[config.mk]
export PLATFORM = sky130hd
export DESIGN_NAME = sbt_ctrl
export DESIGN_NICKNAME = d
export VERILOG_FILES = /design/src/rtl/core/sbt_pkg.sv /design/src/rtl/core/sbt_ctrl.sv
export VERILOG_INCLUDE_DIRS = /design/src /design/src/rtl/core
export SDC_FILE = /design/constraint.sdc
export NUM_CORES = 1
export LEC_CHECK = 0
export ABC_AREA = 1
export BUFFER_PORTS_ARGS = -buffer_cell sky130_fd_sc_hd__buf_2
export CORE_ASPECT_RATIO = 0.6
export CORE_MARGIN = 2
export CORE_UTILIZATION = 28
export CTS_CLUSTER_SIZE = 10
export DETAILED_ROUTE_END_ITERATION = 8
export PLACE_DENSITY_LB_ADDON = 0.2
export SLEW_MARGIN = 10
export SYNTH_ARGS = -nofsm -noshare
export SYNTH_HDL_FRONTEND = slang
export SYNTH_SLANG_ARGS = --single-unit
export TNS_END_PERCENT = 100
[constraint.sdc]
create_clock -name i_clk -period 1.6 [get_ports i_clk]
set_input_delay 0.08 -clock i_clk [delete_from_list [all_inputs] [get_ports i_clk]]
set_output_delay 0.08 -clock i_clk [all_outputs]
set_load 0.05 [all_outputs]
[src/rtl/core/segment_box_trace_assert.svh]
// Assertion helpers for the segment trace RTL.
`ifndef SEGMENT_BOX_TRACE_ASSERT_SVH
`define SEGMENT_BOX_TRACE_ASSERT_SVH

`ifndef SYNTH

// Same-cycle implication, held off during reset.
`define SBT_ASSERT_IMPL(label, clk, rst_n, ante, cons) \
    label: assert property (@(posedge clk) disable iff (!(rst_n)) (ante) |-> (cons)) \
        else $error("segment_box_trace: implication check failed");

// Next-cycle implication, held off during reset.
`define SBT_ASSERT_NEXT(label, clk, rst_n, ante, cons) \
    label: assert property (@(posedge clk) disable iff (!(rst_n)) (ante) |=> (cons)) \
        else $error("segment_box_trace: next-cycle check failed");

`else

`define SBT_ASSERT_IMPL(label, clk, rst_n, ante, cons)
`define SBT_ASSERT_NEXT(label, clk, rst_n, ante, cons)

`endif

`endif

[src/rtl/core/sbt_pkg.sv]
`timescale 1ns / 1ps

package sbt_pkg;

    localparam int MAX_BOXES   = 16;
    localparam int BOX_W       = (MAX_BOXES > 1) ? $clog2(MAX_BOXES) : 1;
    localparam int BCNT_W      = $clog2(MAX_BOXES + 1);
    localparam int CFG_CNT_W   = 5;
    localparam int C_W         = 24;
    localparam int HE_W        = 23;
    localparam int IDX_W       = 4;
    localparam int T_FRAC_BITS = 16;
    localparam int T_W         = T_FRAC_BITS + 4;
    localparam int Q_W         = T_FRAC_BITS + 2;
    localparam int QCNT_W      = $clog2(Q_W + 1);
    localparam int B_W         = C_W + 1;
    localparam int N_W         = C_W + 3;
    localparam int A_W         = N_W - 1;
    localparam int D_W         = C_W + 1;
    localparam int P_W         = D_W + T_W;

    typedef logic signed [C_W-1:0] t_coord;
    typedef logic signed [T_W-1:0] t_time;

    localparam t_time T_ONE  = t_time'(1 << T_FRAC_BITS);
    localparam t_time T_NONE = t_time'(2 << T_FRAC_BITS);
    localparam t_time T_SAT  = t_time'((1 << Q_W) - 1);
    localparam t_time T_NEG  = t_time'(-1);

    localparam logic CFG_HALF_EXTENT = 1'b0;
    localparam logic CFG_BOX_COUNT   = 1'b1;

    localparam logic CMD_WRITE = 1'b0;
    localparam logic CMD_TRACE = 1'b1;

    localparam logic [1:0] AX_X = 2'd0;
    localparam logic [1:0] AX_Z = 2'd1;
    localparam logic [1:0] AX_Y = 2'd2;

    localparam logic [1:0] WALL_XP = 2'd0;
    localparam logic [1:0] WALL_XN = 2'd1;
    localparam logic [1:0] WALL_ZP = 2'd2;
    localparam logic [1:0] WALL_ZN = 2'd3;

    typedef enum logic [1:0] {
        OP_FLOOR,
        OP_WALL,
        OP_SLAB_LO,
        OP_SLAB_HI
    } t_op;

    typedef enum logic [2:0] {
        S_IDLE,
        S_ISSUE,
        S_WAIT,
        S_BOX_RD,
        S_BOX_END,
        S_MUL,
        S_DONE
    } t_state;

    typedef struct packed {
        t_coord cx;
        t_coord cz;
        t_coord hx;
        t_coord hz;
        t_coord h;
    } t_box;

    localparam int BOX_ENT_W = $bits(t_box);

    typedef struct packed {
        logic             wr;
        logic             load;
        t_op              op;
        logic [1:0]       sel;
        logic [BOX_W-1:0] box;
        logic             div_go;
        logic             apply;
        logic             box_init;
        logic             box_take;
        logic             mul_go;
        logic [1:0]       mul_sel;
        logic             add_go;
        logic [1:0]       add_sel;
        logic             emit;
    } t_cmd;

    typedef struct packed {
        logic cond;
        logic in_range;
        logic div_done;
        logic slab_ok;
    } t_stat;

endpackage

[src/rtl/core/sbt_ctrl.sv]
`timescale 1ns / 1ps
`include "segment_box_trace_assert.svh"

module sbt_ctrl (
    input  logic                          i_clk,
    input  logic                          i_rst_n,
    input  logic                          i_start,
    input  logic                          i_cmd,
    input  logic                          i_cfg_we,
    input  logic                          i_cfg_idx,
    input  logic [sbt_pkg::CFG_CNT_W-1:0] i_cfg_cnt,
    input  sbt_pkg::t_stat                i_st,
    output sbt_pkg::t_cmd                 o_cmd,
    output logic                          o_busy
);

    sbt_pkg::t_state                  r_state, n_state;
    sbt_pkg::t_op                     r_op, n_op;
    logic [1:0]                       r_sel, n_sel;
    logic [sbt_pkg::BCNT_W-1:0]       r_box, n_box;
    logic [1:0]                       r_mcnt, n_mcnt;
    logic [sbt_pkg::CFG_CNT_W-1:0]    r_box_count;
    logic [sbt_pkg::BCNT_W-1:0]       box_lim;
    logic [sbt_pkg::BCNT_W-1:0]       box_nxt;
    logic                             op_done, axis_done, box_next;

    assign box_lim = (32'(r_box_count) > sbt_pkg::MAX_BOXES) ?
                     sbt_pkg::BCNT_W'(sbt_pkg::MAX_BOXES) :
                     sbt_pkg::BCNT_W'(r_box_count);
    assign box_nxt = r_box + 1'b1;

    always_ff @(posedge i_clk) begin
        if (!i_rst_n) begin
            r_state     <= sbt_pkg::S_IDLE;
            r_op        <= sbt_pkg::OP_FLOOR;
            r_sel       <= '0;
            r_box       <= '0;
            r_mcnt      <= '0;
            r_box_count <= '0;
        end else begin
            r_state <= n_state;
            r_op    <= n_op;
            r_sel   <= n_sel;
            r_box   <= n_box;
            r_mcnt  <= n_mcnt;
            if (i_cfg_we && i_cfg_idx == sbt_pkg::CFG_BOX_COUNT) begin
                r_box_count <= i_cfg_cnt;
            end
        end
    end

    always_comb begin
        n_state   = r_state;
        n_op      = r_op;
        n_sel     = r_sel;
        n_box     = r_box;
        n_mcnt    = '0;
        op_done   = 1'b0;
        axis_done = 1'b0;
        box_next  = 1'b0;
        o_cmd         = '0;
        o_cmd.op      = r_op;
        o_cmd.sel     = r_sel;
        o_cmd.box     = r_box[sbt_pkg::BOX_W-1:0];
        o_cmd.mul_sel = r_mcnt;
        o_cmd.add_sel = r_mcnt - 2'd1;

        case (r_state)
            sbt_pkg::S_IDLE: begin
                if (i_start) begin
                    if (i_cmd == sbt_pkg::CMD_TRACE) begin
                        o_cmd.load = 1'b1;
                        n_op       = sbt_pkg::OP_FLOOR;
                        n_sel      = '0;
                        n_state    = sbt_pkg::S_ISSUE;
                    end else begin
                        o_cmd.wr = 1'b1;
                    end
                end
            end
            sbt_pkg::S_ISSUE: begin
                if (i_st.cond) begin
                    o_cmd.div_go = 1'b1;
                    n_state      = sbt_pkg::S_WAIT;
                end else if (r_op == sbt_pkg::OP_SLAB_LO || r_op == sbt_pkg::OP_SLAB_HI) begin
                    // still along this axis: pass only if the start sits in the slab
                    if (i_st.in_range) begin
                        axis_done = 1'b1;
                    end else begin
                        box_next = 1'b1;
                    end
                end else begin
                    op_done = 1'b1;
                end
            end
            sbt_pkg::S_WAIT: begin
                if (i_st.div_done) begin
                    o_cmd.apply = 1'b1;
                    case (r_op)
                        sbt_pkg::OP_SLAB_LO: begin
                            n_op    = sbt_pkg::OP_SLAB_HI;
                            n_state = sbt_pkg::S_ISSUE;
                        end
                        sbt_pkg::OP_SLAB_HI: begin
                            if (i_st.slab_ok) begin
                                axis_done = 1'b1;
                            end else begin
                                box_next = 1'b1;
                            end
                        end
                        default: op_done = 1'b1;
                    endcase
                end
            end
            sbt_pkg::S_BOX_RD: begin
                o_cmd.box_init = 1'b1;
                n_op           = sbt_pkg::OP_SLAB_LO;
                n_sel          = sbt_pkg::AX_X;
                n_state        = sbt_pkg::S_ISSUE;
            end
            sbt_pkg::S_BOX_END: begin
                o_cmd.box_take = 1'b1;
                box_next       = 1'b1;
            end
            sbt_pkg::S_MUL: begin
                o_cmd.mul_go = r_mcnt != 2'd3;
                o_cmd.add_go = r_mcnt != 2'd0;
                n_mcnt       = r_mcnt + 2'd1;
                if (r_mcnt == 2'd3) begin
                    n_state = sbt_pkg::S_DONE;
                end
            end
            sbt_pkg::S_DONE: begin
                o_cmd.emit = 1'b1;
                n_state    = sbt_pkg::S_IDLE;
            end
            default: n_state = sbt_pkg::S_IDLE;
        endcase

        if (op_done) begin
            if (r_op == sbt_pkg::OP_FLOOR) begin
                n_op    = sbt_pkg::OP_WALL;
                n_sel   = sbt_pkg::WALL_XP;
                n_state = sbt_pkg::S_ISSUE;
            end else if (r_sel != sbt_pkg::WALL_ZN) begin
                n_sel   = r_sel + 2'd1;
                n_state = sbt_pkg::S_ISSUE;
            end else begin
                n_box   = '0;
                n_state = (box_lim == '0) ? sbt_pkg::S_MUL : sbt_pkg::S_BOX_RD;
            end
        end
        if (axis_done) begin
            if (r_sel == sbt_pkg::AX_Y) begin
                n_state = sbt_pkg::S_BOX_END;
            end else begin
                n_op    = sbt_pkg::OP_SLAB_LO;
                n_sel   = (r_sel == sbt_pkg::AX_X) ? sbt_pkg::AX_Z : sbt_pkg::AX_Y;
                n_state = sbt_pkg::S_ISSUE;
            end
        end
        if (box_next) begin
            n_box   = box_nxt;
            n_state = (box_nxt == box_lim) ? sbt_pkg::S_MUL : sbt_pkg::S_BOX_RD;
        end
    end

    assign o_busy = r_state != sbt_pkg::S_IDLE;

    `SBT_ASSERT_NEXT(a_emit_then_idle, i_clk, i_rst_n, o_cmd.emit, r_state == sbt_pkg::S_IDLE)
    `SBT_ASSERT_IMPL(a_done_only_waiting, i_clk, i_rst_n, i_st.div_done, r_state == sbt_pkg::S_WAIT)
    `SBT_ASSERT_IMPL(a_box_in_table, i_clk, i_rst_n, r_state == sbt_pkg::S_BOX_RD, r_box < box_lim)

endmodule

==> results.md <==
- Outcome: finished clean
- Worst path arrival time: between 1000 and 1500 ps
- TritonCTS clock tree: built
- Slew HR: between 70% and 80%
- Placeable Area: 4710 µm²
- Layout Nets: 277
- Antenna-violating nets left: 0
- Pwr/cell area: 1090 nW/µm²
- Post-CTS Hold Fix Bufs: 0
- Crit share post-route: between 90 and 100%
- Final Hold Viols: 0
- Via density: 4.47
- Cell count after synthesis: roughly 220
- Final WS setup: 96.1 ps
- FP Rows: 19
- DR iter-0 viols: 73
- Synth warn: 0
- First-pass GRT wire length: 5890 µm
- Setup WS pre-CTS: between 60 and 70 ps
- DRC: 0
- Worst-Skew Late Latency: 260 ps
- Worst-Margin Slew: approximately 310 ps
- Die H: about 60 µm
- Post-layout min period: 1500 ps
- Reg clk slew, reported paths: 70 ps
- Sequential share of the synthesized area: 27.0%
- Inserted Diodes: 0
- PortBufs: 36
- Synth top area share: 27.0%
- H-Tree Depth: 1
- Initial Util: 29.9%
- CTS root buf: clkbuf_8
- Routed Wire Length: around 3500 µm
- Hold Path Class: in -> reg
- Netlist cell types: 32
- Synth Net Count: 237
- Number of global-route vias before repair: 1212
- GP Congestion: 0.881
- Die width: 95.5 µm
- Num CTS Buffers: 3
- Filler cells: 528
- Area contributors post-synth: dfxtp_1, nand2_1, nor2_1
- Total grt overflow: 0
- Number of max-cap violations: 0
- CTS sink cnt: 19
- Most frequent cells in the layout: nand2_1, buf_2, nor2_1
- DR pass1 iterations: 4
- CTS Buffer Depth: 2
- Synthesized area: 1410 µm²
- Total die area: 5630 µm²
- FMAX: 665 MHz
- Dpl hpwl: 2850 µm
- CP Class: reg -> out
- Commonest non-fill, non-tap cell in the layout: nand2_1
- Final setup vio count: 0
- Required @ worst endpoint: 1520 ps
- Share of layout cells above drive strength 1: 33.7%
- Clock skew: 2.64 ps
- I/O pin cnt: 37
- Leading area contributor after synthesis: dfxtp_1
- Slack of the worst reg-to-reg path: 130 ps
- Largest net degree at the start of global routing: 11
- Worst vdd ir: roughly 660 µV
- Via count: around 1.4k
- Post-synthesis register bit count: 19
- Routed len/inst: 11.1 µm
- Crit-path max FO: 4
- P_leak: 0.861 nW
- Syn_area_per_cell: about 6.5 µm²
- Initial antenna violation count: 0
- Synth-to-Final Area Change: 27.6%
- Setup crit start kind: flip-flop
- Gr usage total: 13.6%
- Post-layout util: 38.1%
- Critical Path Sink Type: primary output
- Slew Limit Fails: 0
-- critical path, cell delays in order, from the launching register on --
cell	delay, ps
dfxtp_1	450
inv_2	110
buf_4	160
nor3_4	150
buf_2	300
-- cells in the mapped netlist --
| cell type | n |
|---|---|
| nand2_1 | 46 |
| nor2_1 | 31 |
| inv_1 | 26 |
| dfxtp_1 | 19 |
| nand3_1 | 18 |
| a21oi_1 | 12 |
| o21ai_0 | 9 |
| ha_1 | 6 |
| inv_2 | 5 |
| nor3_1 | 5 |
| buf_4 | 4 |
| nand2_2 | 4 |
| nand2_4 | 4 |
| nand4_1 | 4 |
| nand3_2 | 3 |
| clkinv_1 | 2 |
| nor2_2 | 2 |
| o21ai_1 | 2 |
| a21o_1 | 1 |
| a22oi_1 | 1 |
| buf_6 | 1 |
| clkbuf_1 | 1 |
| inv_4 | 1 |
| nand3_4 | 1 |
| nand3b_1 | 1 |
| nor2_4 | 1 |
| nor2_8 | 1 |
| nor3_2 | 1 |
| o21ai_2 | 1 |
| o21ai_4 | 1 |
| o22ai_1 | 1 |
| o31ai_1 | 1 |
-- cells by family after synthesis --
kind of cell	after synthesis	share of synthesized area, %
buffers and inverters	40	12.4
AOI/OAI and AO/OA	29	12.0
adders and majority gates	6	5.33
DFF	19	27.0
and+or+nand+nor	122	43.2
-- path summary, 6_finish.rpt --
check	cells past startpoint	to	startpoint
hold / removal	3	r_box_count[3]	i_cfg_cnt[3]
setup reg to reg	12	r_state[1]	r_box[0]
hold reg to reg	1	r_mcnt[0]	r_mcnt[0]
setup / recovery	4	o_cmd[8]	r_state[0]
-- registers in the layout (all words and copies together), names as in the netlist --
| signal | flops |
|---|---|
| r_box_count | 5 |
| r_state | 3 |
| r_mcnt | 2 |
| r_op | 2 |
| r_box | 5 |
| r_sel | 2 |
-- layer usage --
metal	global-route usage (%)	vias to the layer above	wire [µm]
li1	-	766	-
met1	23.5	623	2190
met2	15.8	30	1130
met3	4.23	2	211
met4	1.84	0	10
met5	0	-	0
-- per-stage QoR --
| stage | area (µm²) | power [mW] | cells | TNS (ps) | hold WS (ps) |
|---|---|---|---|---|---|
| 6_report | 1800 | 1.96 | 318 | 0 | 72.7 |
| 5_1_grt | 1800 | 2.12 | 318 | -0.0545 | 108 |
| 4_1_cts | 1760 | 1.95 | 317 | 0 | 68.5 |
| 3_5_place_dp | 1720 | 1.61 | 313 | 0 | 341 |
| 3_3_place_gp | 1720 | 1.61 | 313 | 0 | 341 |
| 2_1_floorplan | 1460 | 1.40 | 216 | -15.4 | 246 |
-- what timing repair did --
action	4_1_cts	5_1_grt
setup endpoints to repair	0	6
buffers inserted	0	1
resized for setup	0	9
-- area by class of cell --
cell class | instances | area [µm²] | share of cell area (%)
Multi-Input combinational cell | 157 | 915 | 50.9
Sequential cell | 19 | 387 | 21.5
Timing Repair Buffer | 41 | 233 | 13.0
Inverter | 34 | 138 | 7.67
Tap cell | 63 | 78.8 | 4.39
Clock buffer | 4 | 45.0 | 2.51
-- power by group --
part           total [mW]  switching (mW)  internal [mW]
Clock               0.337           0.160          0.177
Combinational        1.02           0.709          0.307
Sequential          0.605          0.0752          0.530
Total                1.96           0.944           1.01
No activity file was read; power rests on OpenSTA's default activity.
