## src/rtl/core/segment_box_trace_assert.svh

```systemverilog
// Assertion helpers for the segment trace RTL.
`ifndef SEGMENT_BOX_TRACE_ASSERT_SVH
`define SEGMENT_BOX_TRACE_ASSERT_SVH

`ifndef SYNTH

// Same-cycle implication, held off during reset.
`define SBT_ASSERT_IMPL(label, clk, rst_n, ante, cons) \
    label: assert property (@(posedge clk) disable iff (!(rst_n)) (ante) |-> (cons)) \
        else $error("segment_box_trace: implication check failed");

// Next-cycle implication, held off during reset.
`define SBT_ASSERT_NEXT(label, clk, rst_n, ante, cons) \
    label: assert property (@(posedge clk) disable iff (!(rst_n)) (ante) |=> (cons)) \
        else $error("segment_box_trace: next-cycle check failed");

`else

`define SBT_ASSERT_IMPL(label, clk, rst_n, ante, cons)
`define SBT_ASSERT_NEXT(label, clk, rst_n, ante, cons)

`endif

`endif

```

## src/rtl/core/sbt_pkg.sv

```systemverilog
`timescale 1ns / 1ps

package sbt_pkg;

    localparam int MAX_BOXES   = 16;
    localparam int BOX_W       = (MAX_BOXES > 1) ? $clog2(MAX_BOXES) : 1;
    localparam int BCNT_W      = $clog2(MAX_BOXES + 1);
    localparam int CFG_CNT_W   = 5;
    localparam int C_W         = 24;
    localparam int HE_W        = 23;
    localparam int IDX_W       = 4;
    localparam int T_FRAC_BITS = 16;
    localparam int T_W         = T_FRAC_BITS + 4;
    localparam int Q_W         = T_FRAC_BITS + 2;
    localparam int QCNT_W      = $clog2(Q_W + 1);
    localparam int B_W         = C_W + 1;
    localparam int N_W         = C_W + 3;
    localparam int A_W         = N_W - 1;
    localparam int D_W         = C_W + 1;
    localparam int P_W         = D_W + T_W;

    typedef logic signed [C_W-1:0] t_coord;
    typedef logic signed [T_W-1:0] t_time;

    localparam t_time T_ONE  = t_time'(1 << T_FRAC_BITS);
    localparam t_time T_NONE = t_time'(2 << T_FRAC_BITS);
    localparam t_time T_SAT  = t_time'((1 << Q_W) - 1);
    localparam t_time T_NEG  = t_time'(-1);

    localparam logic CFG_HALF_EXTENT = 1'b0;
    localparam logic CFG_BOX_COUNT   = 1'b1;

    localparam logic CMD_WRITE = 1'b0;
    localparam logic CMD_TRACE = 1'b1;

    localparam logic [1:0] AX_X = 2'd0;
    localparam logic [1:0] AX_Z = 2'd1;
    localparam logic [1:0] AX_Y = 2'd2;

    localparam logic [1:0] WALL_XP = 2'd0;
    localparam logic [1:0] WALL_XN = 2'd1;
    localparam logic [1:0] WALL_ZP = 2'd2;
    localparam logic [1:0] WALL_ZN = 2'd3;

    typedef enum logic [1:0] {
        OP_FLOOR,
        OP_WALL,
        OP_SLAB_LO,
        OP_SLAB_HI
    } t_op;

    typedef enum logic [2:0] {
        S_IDLE,
        S_ISSUE,
        S_WAIT,
        S_BOX_RD,
        S_BOX_END,
        S_MUL,
        S_DONE
    } t_state;

    typedef struct packed {
        t_coord cx;
        t_coord cz;
        t_coord hx;
        t_coord hz;
        t_coord h;
    } t_box;

    localparam int BOX_ENT_W = $bits(t_box);

    typedef struct packed {
        logic             wr;
        logic             load;
        t_op              op;
        logic [1:0]       sel;
        logic [BOX_W-1:0] box;
        logic             div_go;
        logic             apply;
        logic             box_init;
        logic             box_take;
        logic             mul_go;
        logic [1:0]       mul_sel;
        logic             add_go;
        logic [1:0]       add_sel;
        logic             emit;
    } t_cmd;

    typedef struct packed {
        logic cond;
        logic in_range;
        logic div_done;
        logic slab_ok;
    } t_stat;

endpackage

```

## src/rtl/core/sbt_ram.sv

```systemverilog
`timescale 1ns / 1ps

module sbt_ram #(
    parameter int WIDTH = 8,
    parameter int DEPTH = 16
) (
    input  logic                                    i_clk,
    input  logic                                    i_we,
    input  logic [((DEPTH > 1) ? $clog2(DEPTH) : 1)-1:0] i_waddr,
    input  logic [WIDTH-1:0]                        i_wdata,
    input  logic [((DEPTH > 1) ? $clog2(DEPTH) : 1)-1:0] i_raddr,
    output logic [WIDTH-1:0]                        o_rdata
);

    logic [WIDTH-1:0] r_mem [DEPTH];
    logic [WIDTH-1:0] r_rdata;

    always_ff @(posedge i_clk) begin
        if (i_we) begin
            r_mem[i_waddr] <= i_wdata;
        end
        r_rdata <= r_mem[i_raddr];
    end

    assign o_rdata = r_rdata;

endmodule

```

## src/rtl/core/sbt_div.sv

```systemverilog
`timescale 1ns / 1ps

module sbt_div (
    input  logic                           i_clk,
    input  logic                           i_rst_n,
    input  logic                           i_go,
    input  logic signed [sbt_pkg::N_W-1:0] i_num,
    input  logic [sbt_pkg::D_W-1:0]        i_den,
    output logic                           o_done,
    output sbt_pkg::t_time                 o_quo
);

    logic                              r_busy;
    logic                              r_done;
    logic [sbt_pkg::QCNT_W-1:0]        r_cnt;
    logic [sbt_pkg::D_W-1:0]           r_rem;
    logic [sbt_pkg::D_W-1:0]           r_den;
    logic [sbt_pkg::Q_W-1:0]           r_sh;
    logic [sbt_pkg::Q_W-1:0]           r_q;
    sbt_pkg::t_time                    r_quo;

    logic [sbt_pkg::A_W-1:0]           mag;
    logic                              sat;
    logic [sbt_pkg::D_W:0]             trial;
    logic                              ge;
    logic [sbt_pkg::D_W-1:0]           n_rem;

    assign mag   = sbt_pkg::A_W'(i_num);
    // quotient would need more than Q_W bits: clamp, the caller only compares it
    assign sat   = {1'b0, mag} >= {i_den, 2'b00};
    assign trial = {r_rem, r_sh[sbt_pkg::Q_W-1]};
    assign ge    = trial >= {1'b0, r_den};
    assign n_rem = ge ? sbt_pkg::D_W'(trial - {1'b0, r_den}) : sbt_pkg::D_W'(trial);

    always_ff @(posedge i_clk) begin
        if (!i_rst_n) begin
            r_busy <= 1'b0;
            r_done <= 1'b0;
        end else begin
            r_done <= 1'b0;
            if (i_go) begin
                if (i_num < 0) begin
                    // any negative time acts alike downstream
                    r_quo  <= sbt_pkg::T_NEG;
                    r_done <= 1'b1;
                end else if (sat) begin
                    r_quo  <= sbt_pkg::T_SAT;
                    r_done <= 1'b1;
                end else begin
                    r_busy <= 1'b1;
                    r_cnt  <= '0;
                    r_rem  <= sbt_pkg::D_W'(mag >> 2);
                    r_sh   <= {mag[1:0], {sbt_pkg::T_FRAC_BITS{1'b0}}};
                    r_den  <= i_den;
                    r_q    <= '0;
                end
            end else if (r_busy) begin
                r_rem <= n_rem;
                r_sh  <= {r_sh[sbt_pkg::Q_W-2:0], 1'b0};
                r_q   <= {r_q[sbt_pkg::Q_W-2:0], ge};
                r_cnt <= r_cnt + 1'b1;
                if (r_cnt == sbt_pkg::QCNT_W'(sbt_pkg::Q_W - 1)) begin
                    r_busy <= 1'b0;
                    r_done <= 1'b1;
                    r_quo  <= sbt_pkg::T_W'({1'b0, r_q[sbt_pkg::Q_W-2:0], ge});
                end
            end
        end
    end

    assign o_done = r_done;
    assign o_quo  = r_quo;

endmodule

```

## src/rtl/core/sbt_dp.sv

```systemverilog
`timescale 1ns / 1ps

module sbt_dp (
    input  logic                     i_clk,
    input  logic                     i_rst_n,
    input  sbt_pkg::t_cmd            i_cmd_ctl,
    output sbt_pkg::t_stat           o_st,
    input  logic                     i_cfg_we,
    input  logic                     i_cfg_idx,
    input  logic [sbt_pkg::HE_W-1:0] i_cfg_data,
    input  logic [sbt_pkg::IDX_W-1:0] i_entry_index,
    input  sbt_pkg::t_coord          i_x_a,
    input  sbt_pkg::t_coord          i_y_a,
    input  sbt_pkg::t_coord          i_z_a,
    input  sbt_pkg::t_coord          i_x_b,
    input  sbt_pkg::t_coord          i_y_b,
    input  sbt_pkg::t_coord          i_z_b,
    output logic                     o_strobe,
    output logic                     o_hit,
    output sbt_pkg::t_coord          o_hit_x,
    output sbt_pkg::t_coord          o_hit_y,
    output sbt_pkg::t_coord          o_hit_z
);

    logic [sbt_pkg::HE_W-1:0] r_half;
    sbt_pkg::t_coord r_x0, r_y0, r_z0, r_x1, r_y1, r_z1;
    sbt_pkg::t_time  r_best, r_enter, r_leave, r_tlo;
    logic signed [sbt_pkg::P_W-1:0] r_prod;
    sbt_pkg::t_coord r_px, r_py, r_pz;
    logic            r_strobe, r_hit;
    sbt_pkg::t_coord r_ox, r_oy, r_oz;

    sbt_pkg::t_box                   ent;
    logic [sbt_pkg::BOX_ENT_W-1:0]   ram_q;
    logic                            ram_we;

    logic signed [sbt_pkg::D_W-1:0]  dx, dy, dz;
    logic signed [sbt_pkg::N_W-1:0]  w, x0e, y0e, z0e, x1e, y1e, z1e;
    logic signed [sbt_pkg::N_W-1:0]  ax_st, ax_lo, ax_hi, ax_dl, bnd, nraw;
    logic signed [sbt_pkg::N_W-1:0]  num, den_s;
    logic [sbt_pkg::D_W-1:0]         den;
    logic                            cond;

    logic                            div_done;
    sbt_pkg::t_time                  quo, t1, t2, ne, nl;
    logic signed [sbt_pkg::D_W-1:0]  mdl;
    sbt_pkg::t_coord                 ast, pv;
    logic                            hit_now;

    assign ram_we = i_cmd_ctl.wr && (32'(i_entry_index) < sbt_pkg::MAX_BOXES);

    sbt_ram #(
        .WIDTH (sbt_pkg::BOX_ENT_W),
        .DEPTH (sbt_pkg::MAX_BOXES)
    ) u_boxes (
        .i_clk   (i_clk),
        .i_we    (ram_we),
        .i_waddr (sbt_pkg::BOX_W'(i_entry_index)),
        .i_wdata ({i_x_a, i_z_a, i_x_b, i_z_b, i_y_b}),
        .i_raddr (i_cmd_ctl.box),
        .o_rdata (ram_q)
    );

    assign ent = sbt_pkg::t_box'(ram_q);

    assign dx  = sbt_pkg::D_W'(r_x1) - sbt_pkg::D_W'(r_x0);
    assign dy  = sbt_pkg::D_W'(r_y1) - sbt_pkg::D_W'(r_y0);
    assign dz  = sbt_pkg::D_W'(r_z1) - sbt_pkg::D_W'(r_z0);
    assign w   = sbt_pkg::N_W'({1'b0, r_half});
    assign x0e = sbt_pkg::N_W'(r_x0);
    assign y0e = sbt_pkg::N_W'(r_y0);
    assign z0e = sbt_pkg::N_W'(r_z0);
    assign x1e = sbt_pkg::N_W'(r_x1);
    assign y1e = sbt_pkg::N_W'(r_y1);
    assign z1e = sbt_pkg::N_W'(r_z1);

    // operand selection for the shared divider
    always_comb begin
        case (i_cmd_ctl.sel)
            sbt_pkg::AX_X: begin
                ax_st = x0e;
                ax_dl = sbt_pkg::N_W'(dx);
                ax_lo = sbt_pkg::N_W'(ent.cx) - sbt_pkg::N_W'(ent.hx);
                ax_hi = sbt_pkg::N_W'(ent.cx) + sbt_pkg::N_W'(ent.hx);
            end
            sbt_pkg::AX_Z: begin
                ax_st = z0e;
                ax_dl = sbt_pkg::N_W'(dz);
                ax_lo = sbt_pkg::N_W'(ent.cz) - sbt_pkg::N_W'(ent.hz);
                ax_hi = sbt_pkg::N_W'(ent.cz) + sbt_pkg::N_W'(ent.hz);
            end
            default: begin
                ax_st = y0e;
                ax_dl = sbt_pkg::N_W'(dy);
                ax_lo = '0;
                ax_hi = sbt_pkg::N_W'(ent.h);
            end
        endcase
        bnd  = (i_cmd_ctl.op == sbt_pkg::OP_SLAB_LO) ? ax_lo : ax_hi;
        nraw = bnd - ax_st;

        case (i_cmd_ctl.op)
            sbt_pkg::OP_FLOOR: begin
                cond  = (y1e <= 0) && (y0e > 0);
                num   = y0e;
                den_s = y0e - y1e;
            end
            sbt_pkg::OP_WALL: begin
                case (i_cmd_ctl.sel)
                    sbt_pkg::WALL_XP: begin
                        cond  = (x1e > w) && (dx > 0) && (w - x0e >= 0);
                        num   = w - x0e;
                        den_s = sbt_pkg::N_W'(dx);
                    end
                    sbt_pkg::WALL_XN: begin
                        cond  = (x1e < -w) && (dx < 0) && (x0e + w >= 0);
                        num   = x0e + w;
                        den_s = -sbt_pkg::N_W'(dx);
                    end
                    sbt_pkg::WALL_ZP: begin
                        cond  = (z1e > w) && (dz > 0) && (w - z0e >= 0);
                        num   = w - z0e;
                        den_s = sbt_pkg::N_W'(dz);
                    end
                    default: begin
                        cond  = (z1e < -w) && (dz < 0) && (z0e + w >= 0);
                        num   = z0e + w;
                        den_s = -sbt_pkg::N_W'(dz);
                    end
                endcase
            end
            default: begin
                // slab bounds: flip sign so the divisor is positive
                cond  = ax_dl != 0;
                num   = (ax_dl < 0) ? -nraw : nraw;
                den_s = (ax_dl < 0) ? -ax_dl : ax_dl;
            end
        endcase
        den = sbt_pkg::D_W'(den_s);
    end

    sbt_div u_div (
        .i_clk   (i_clk),
        .i_rst_n (i_rst_n),
        .i_go    (i_cmd_ctl.div_go),
        .i_num   (num),
        .i_den   (den),
        .o_done  (div_done),
        .o_quo   (quo)
    );

    assign t1 = (r_tlo < quo) ? r_tlo : quo;
    assign t2 = (r_tlo < quo) ? quo : r_tlo;
    assign ne = (t1 > r_enter) ? t1 : r_enter;
    assign nl = (t2 < r_leave) ? t2 : r_leave;

    assign o_st.cond     = cond;
    assign o_st.in_range = (ax_st >= ax_lo) && (ax_st <= ax_hi);
    assign o_st.div_done = div_done;
    assign o_st.slab_ok  = ne <= nl;

    always_comb begin
        case (i_cmd_ctl.mul_sel)
            sbt_pkg::AX_X: mdl = dx;
            sbt_pkg::AX_Z: mdl = dz;
            default:       mdl = dy;
        endcase
        case (i_cmd_ctl.add_sel)
            sbt_pkg::AX_X: ast = r_x0;
            sbt_pkg::AX_Z: ast = r_z0;
            default:       ast = r_y0;
        endcase
        pv = sbt_pkg::C_W'(r_prod >>> sbt_pkg::T_FRAC_BITS);
    end

    assign hit_now = r_best <= sbt_pkg::T_ONE;

    always_ff @(posedge i_clk) begin
        if (!i_rst_n) begin
            r_half   <= '0;
            r_strobe <= 1'b0;
        end else begin
            r_strobe <= i_cmd_ctl.emit;
            if (i_cfg_we && i_cfg_idx == sbt_pkg::CFG_HALF_EXTENT) begin
                r_half <= i_cfg_data;
            end
        end
    end

    always_ff @(posedge i_clk) begin
        if (i_cmd_ctl.load) begin
            r_x0 <= i_x_a;
            r_y0 <= i_y_a;
            r_z0 <= i_z_a;
            r_x1 <= i_x_b;
            r_y1 <= i_y_b;
            r_z1 <= i_z_b;
            // start and end both at or below the floor: hit at the start
            r_best <= (i_y_b <= 0 && i_y_a <= 0) ? '0 : sbt_pkg::T_NONE;
        end else if (i_cmd_ctl.apply) begin
            case (i_cmd_ctl.op)
                sbt_pkg::OP_SLAB_LO: r_tlo <= quo;
                sbt_pkg::OP_SLAB_HI: begin
                    r_enter <= ne;
                    r_leave <= nl;
                end
                default: begin
                    if (quo < r_best) begin
                        r_best <= quo;
                    end
                end
            endcase
        end else if (i_cmd_ctl.box_take) begin
            if (r_enter < r_best) begin
                r_best <= r_enter;
            end
        end
        if (i_cmd_ctl.box_init) begin
            r_enter <= '0;
            r_leave <= sbt_pkg::T_ONE;
        end
        if (i_cmd_ctl.mul_go) begin
            r_prod <= sbt_pkg::P_W'(mdl) * sbt_pkg::P_W'(r_best);
        end
        if (i_cmd_ctl.add_go) begin
            case (i_cmd_ctl.add_sel)
                sbt_pkg::AX_X: r_px <= ast + pv;
                sbt_pkg::AX_Z: r_pz <= ast + pv;
                default:       r_py <= ast + pv;
            endcase
        end
        if (i_cmd_ctl.emit) begin
            r_hit <= hit_now;
            r_ox  <= hit_now ? r_px : '0;
            r_oy  <= hit_now ? r_py : '0;
            r_oz  <= hit_now ? r_pz : '0;
        end
    end

    assign o_strobe = r_strobe;
    assign o_hit    = r_hit;
    assign o_hit_x  = r_ox;
    assign o_hit_y  = r_oy;
    assign o_hit_z  = r_oz;

endmodule

```

## config.mk

```make
export PLATFORM = sky130hd
export DESIGN_NAME = sbt_dp
export DESIGN_NICKNAME = d
export VERILOG_FILES = /design/src/rtl/core/segment_box_trace_assert.svh /design/src/rtl/core/sbt_pkg.sv /design/src/rtl/core/sbt_ram.sv /design/src/rtl/core/sbt_div.sv /design/src/rtl/core/sbt_dp.sv
export SDC_FILE = /design/constraint.sdc
export NUM_CORES = 2
export LEC_CHECK = 0
export ABC_AREA = 1
export BUFFER_PORTS_ARGS = -buffer_cell sky130_fd_sc_hd__buf_4
export CORE_ASPECT_RATIO = 1.25
export CORE_MARGIN = 5
export CORE_UTILIZATION = 40
export DETAILED_ROUTE_END_ITERATION = 10
export GPL_TIMING_DRIVEN = 0
export SLEW_MARGIN = 0
export SYNTH_ARGS = -nofsm -noshare
export SYNTH_HDL_FRONTEND = slang
export SYNTH_SLANG_ARGS = --single-unit
```

## constraint.sdc

```tcl
create_clock -name i_clk -period 10.65 [get_ports i_clk]
set_input_delay 1.065 -clock i_clk [delete_from_list [all_inputs] [get_ports i_clk]]
set_output_delay 1.065 -clock i_clk [all_outputs]
set_load 0.03 [all_outputs]
```

==> impl_metrics.csv <==
group,metric,value,unit
yosys,ys.flop_type,"edfxtp_1",
floorplanning,die_height,689,um
final_layout,fin_nets,16877,
setup_path,critPathRequiredTime,11.36,ns
hold_path,hp-class,"in -> reg",
sta,rsz0062_at_grt,"true",
sta,slew_headroom,-0.0549,
global_routing,antenna_found_initial,78,
setup_path,start_kind,"flop",
yosys,synth_most_common_cell,"edfxtp_1",
yosys,synth_nets,16186,
floorplanning,core,368000,um^2
cts,cts.sinks,2551,
floorplanning,die_x,553,um
sta,tightest_slew,1.58,ns
routing,wire_per_inst,30.2,um
yosys,syn_inst,14755,
routing,route.detailed.drc,1,
cts,root_buffer,"clkbuf_16",
cts,htree_levels,5,
routing,antenna_left,0,
final_layout,area_delta_synth_final,13.7,%
setup_path,critical_path.max_fanout,10,
global_routing,grt_max_degree,83,
yosys,ys_async_sr_fraction,0,
floorplanning,die_area,381000,um^2
sta,hold_violations,0,
place,portBuffers,265,
sta,period_minus_slack,10.48,ns
global_routing,groute.usage.overall,0.319,
setup_path,critPathKind,"reg -> reg",
global_routing,grt.overflow.total,0,
sta,timing.fmax,0.0954,GHz
yosys,yosys-top-cells-count,"edfxtp_1, inv_1, nand2_1",
yosys,syn_area,147000,um^2
routing,drt_pass1_iterations,10,
floorplanning,ios,274,
routing,vias,116000,
status,violations,"DRC, capacitance limit, slew limit",
setup_path,max_stage_delay,0.94,ns
cts,cts_hold_buf,0,
setup_path,worstPathArrival,11.19,ns
final_layout,drive_gt1_frac,0.0697,
setup_path,cpMaxStageDelayCell,"edfxtp_1",
flow_run,cap_viol_max_count,1,
place,gp_congestion,1.07,
sta,finalMaxSlewViolations,11,
status,status,"complete, but fails checks",
routing,wl,623000,um
global_routing,grt_pass1_vias,112447,
routing,via_per_inst,5.63,
yosys,ys_top_cells_by_area,"edfxtp_1, fa_1, ha_1",
floorplanning,row_count,249,
yosys,syn_area_per_cell,10.0,um^2
setup_path,crit_path_end_kind,"flop",
cts,ctsLongestPathBuffers,4,
cts,tritoncts,"done",
routing,drt_iter0_drc,11656,
yosys,yosysTopAreaCell,"edfxtp_1",
floorplanning,initial_core_util,0.401,
sta,setup_viol,0,
yosys,yosys.area.top_type_share,0.481,
sta,hold_ws,0.351,ns
setup_path,worst_path_most_repeated_cell,"nand2_1",
cts,clock_latency,0.95,ns
global_routing,grt_first_pass_wirelength,858000,um
final_layout,nFillCells,35103,
cts,cts_buffers,270,
yosys,synth.distinct_cells,82,
place,dp_hpwl,490000,um
sta,final.setup_skew,0.0882,ns
yosys,yosys_warnings,0,
sta,post-route-period-util,0.984,
cts,clkTransAtPathRegs,0.07,ns
yosys,synth-seq-cells,2551,
yosys,synth_edf_count,2365,
yosys,ys_seq_area_frac,0.507,
[worst paths after layout]
check	start	to	slack, ns	cells after the start
max	r_x0[10]$_DFFE_PP_	r_prod[39]$_DFFE_PP_	0.17	34
min reg2reg	r_leave[16]$_SDFFE_PP1P_	r_leave[16]$_SDFFE_PP1P_	0.48	2
max reg2reg	r_x0[10]$_DFFE_PP_	r_prod[39]$_DFFE_PP_	0.17	34
min	i_y_a[23]	r_y0[23]$_DFFE_PP_	0.35	1
[state kept, by name, indices dropped and copies added, names as in the netlist, 25 cells and up]
| register | flops |
|---|---|
| u_div.r_den | 25 |
| u_boxes.o_rdata | 120 |
| u_boxes.r_mem | 1920 |
| u_div.r_rem | 25 |
[cells by family (layout without fill, tap and decap cells)]
logic type	count (synthesis)	count (layout)	synth area share
other	0	44	0
buffers and inverters	2939	3845	0.0754
AOI/OAI and AO/OA	3275	3275	0.127
DFF	2551	2551	0.507
adders and majority gates	1235	1235	0.129
and+or+nand+nor	4091	4091	0.118
muxes	480	480	0.0326
xor gates and xnor gates	184	184	0.0115
[cells in the final DEF, fill, tap and decap left out, types with 28 or more instances in the layout]
cell | netlist | routed
edfxtp_1 | 2365 | 2365
inv_1 | 2277 | 2265
nand2_1 | 2067 | 2065
a21oi_1 | 1248 | 1246
o21ai_0 | 1071 | 1071
nor2_1 | 942 | 917
ha_1 | 759 | 759
nand3_1 | 624 | 621
clkbuf_1 | 538 | 551
o211ai_1 | 510 | 510
mux2i_1 | 480 | 480
fa_1 | 476 | 475
buf_4 | 11 | 307
clkbuf_16 | 0 | 275
dfxtp_1 | 186 | 186
nand4_1 | 152 | 152
xor2_1 | 136 | 135
buf_12 | 0 | 111
nor3_1 | 92 | 92
o22ai_1 | 53 | 53
nor4_1 | 52 | 51
buf_1 | 51 | 50
clkinv_1 | 14 | 47
diode_2 | 0 | 44
clkbuf_2 | 5 | 44
a31oi_1 | 43 | 43
a22oi_1 | 43 | 43
o21a_1 | 42 | 42
o21bai_1 | 41 | 40
clkinv_2 | 0 | 40
a21o_1 | 39 | 39
xnor2_1 | 40 | 38
and2_1 | 31 | 31
o21ai_1 | 31 | 30
o221ai_1 | 28 | 28
or2_2 | 28 | 28
[layout make-up]
cell class,instances,area (um^2),share of cell area
diodes,44,110,0.000656
plain buffers,629,2500,0.0149
clock buffers,351,7420,0.0442
clock inverters,136,1540,0.00915
inverters,2310,8710,0.0519
multi-input cells,9265,61900,0.369
flip-flops and latches,2551,74700,0.446
well taps,4894,6120,0.0365
repair buffers,419,4720,0.0282
[layer usage]
layer,up-vias,GRT usage,part of all wire
li1,52246,-,-
met1,56893,0.345,0.34
met2,5126,0.534,0.48
met3,1681,0.0695,0.074
met4,54,0.273,0.10
met5,-,0,0.00060
[worst max-delay path: cells and delay by family, from the launching register on]
family / cells / cell delay, ns
AOI/OAI and AO/OA: 1 / 0.18
xor gates and xnor gates: 3 / 0.92
adders and majority gates: 8 / 4.51
buffers and inverters: 9 / 1.38
DFF: 1 / 0.94
and+or+nand+nor: 13 / 2.34
[through the flow]
stage | setup TNS, ns | cells | utilization | instance area (um^2) | setup slack, ns
2_1_floorplan | 0 | 14755 | - | 147000 | 2.12
3_3_place_gp | -5763.48 | 19914 | 0.423 | 156000 | -3.39
3_5_place_dp | -22.92 | 20027 | 0.430 | 158000 | -0.501
4_1_cts | 0 | 20516 | 0.454 | 167000 | 0.0200
5_1_grt | -0.119 | 20562 | 0.456 | 168000 | -0.119
6_report | 0 | 20599 | 0.456 | 168000 | 0.169
[repair_timing]
item	in CTS	in global routing
pin swaps	0	0
setup buffers	2	37
endpoints found under the setup margin	5	73
resized for setup	6	39
Power is left out: the tool's default activity adds up to more than one toggle a clock period on the data nets, which glitch-free logic cannot reach.
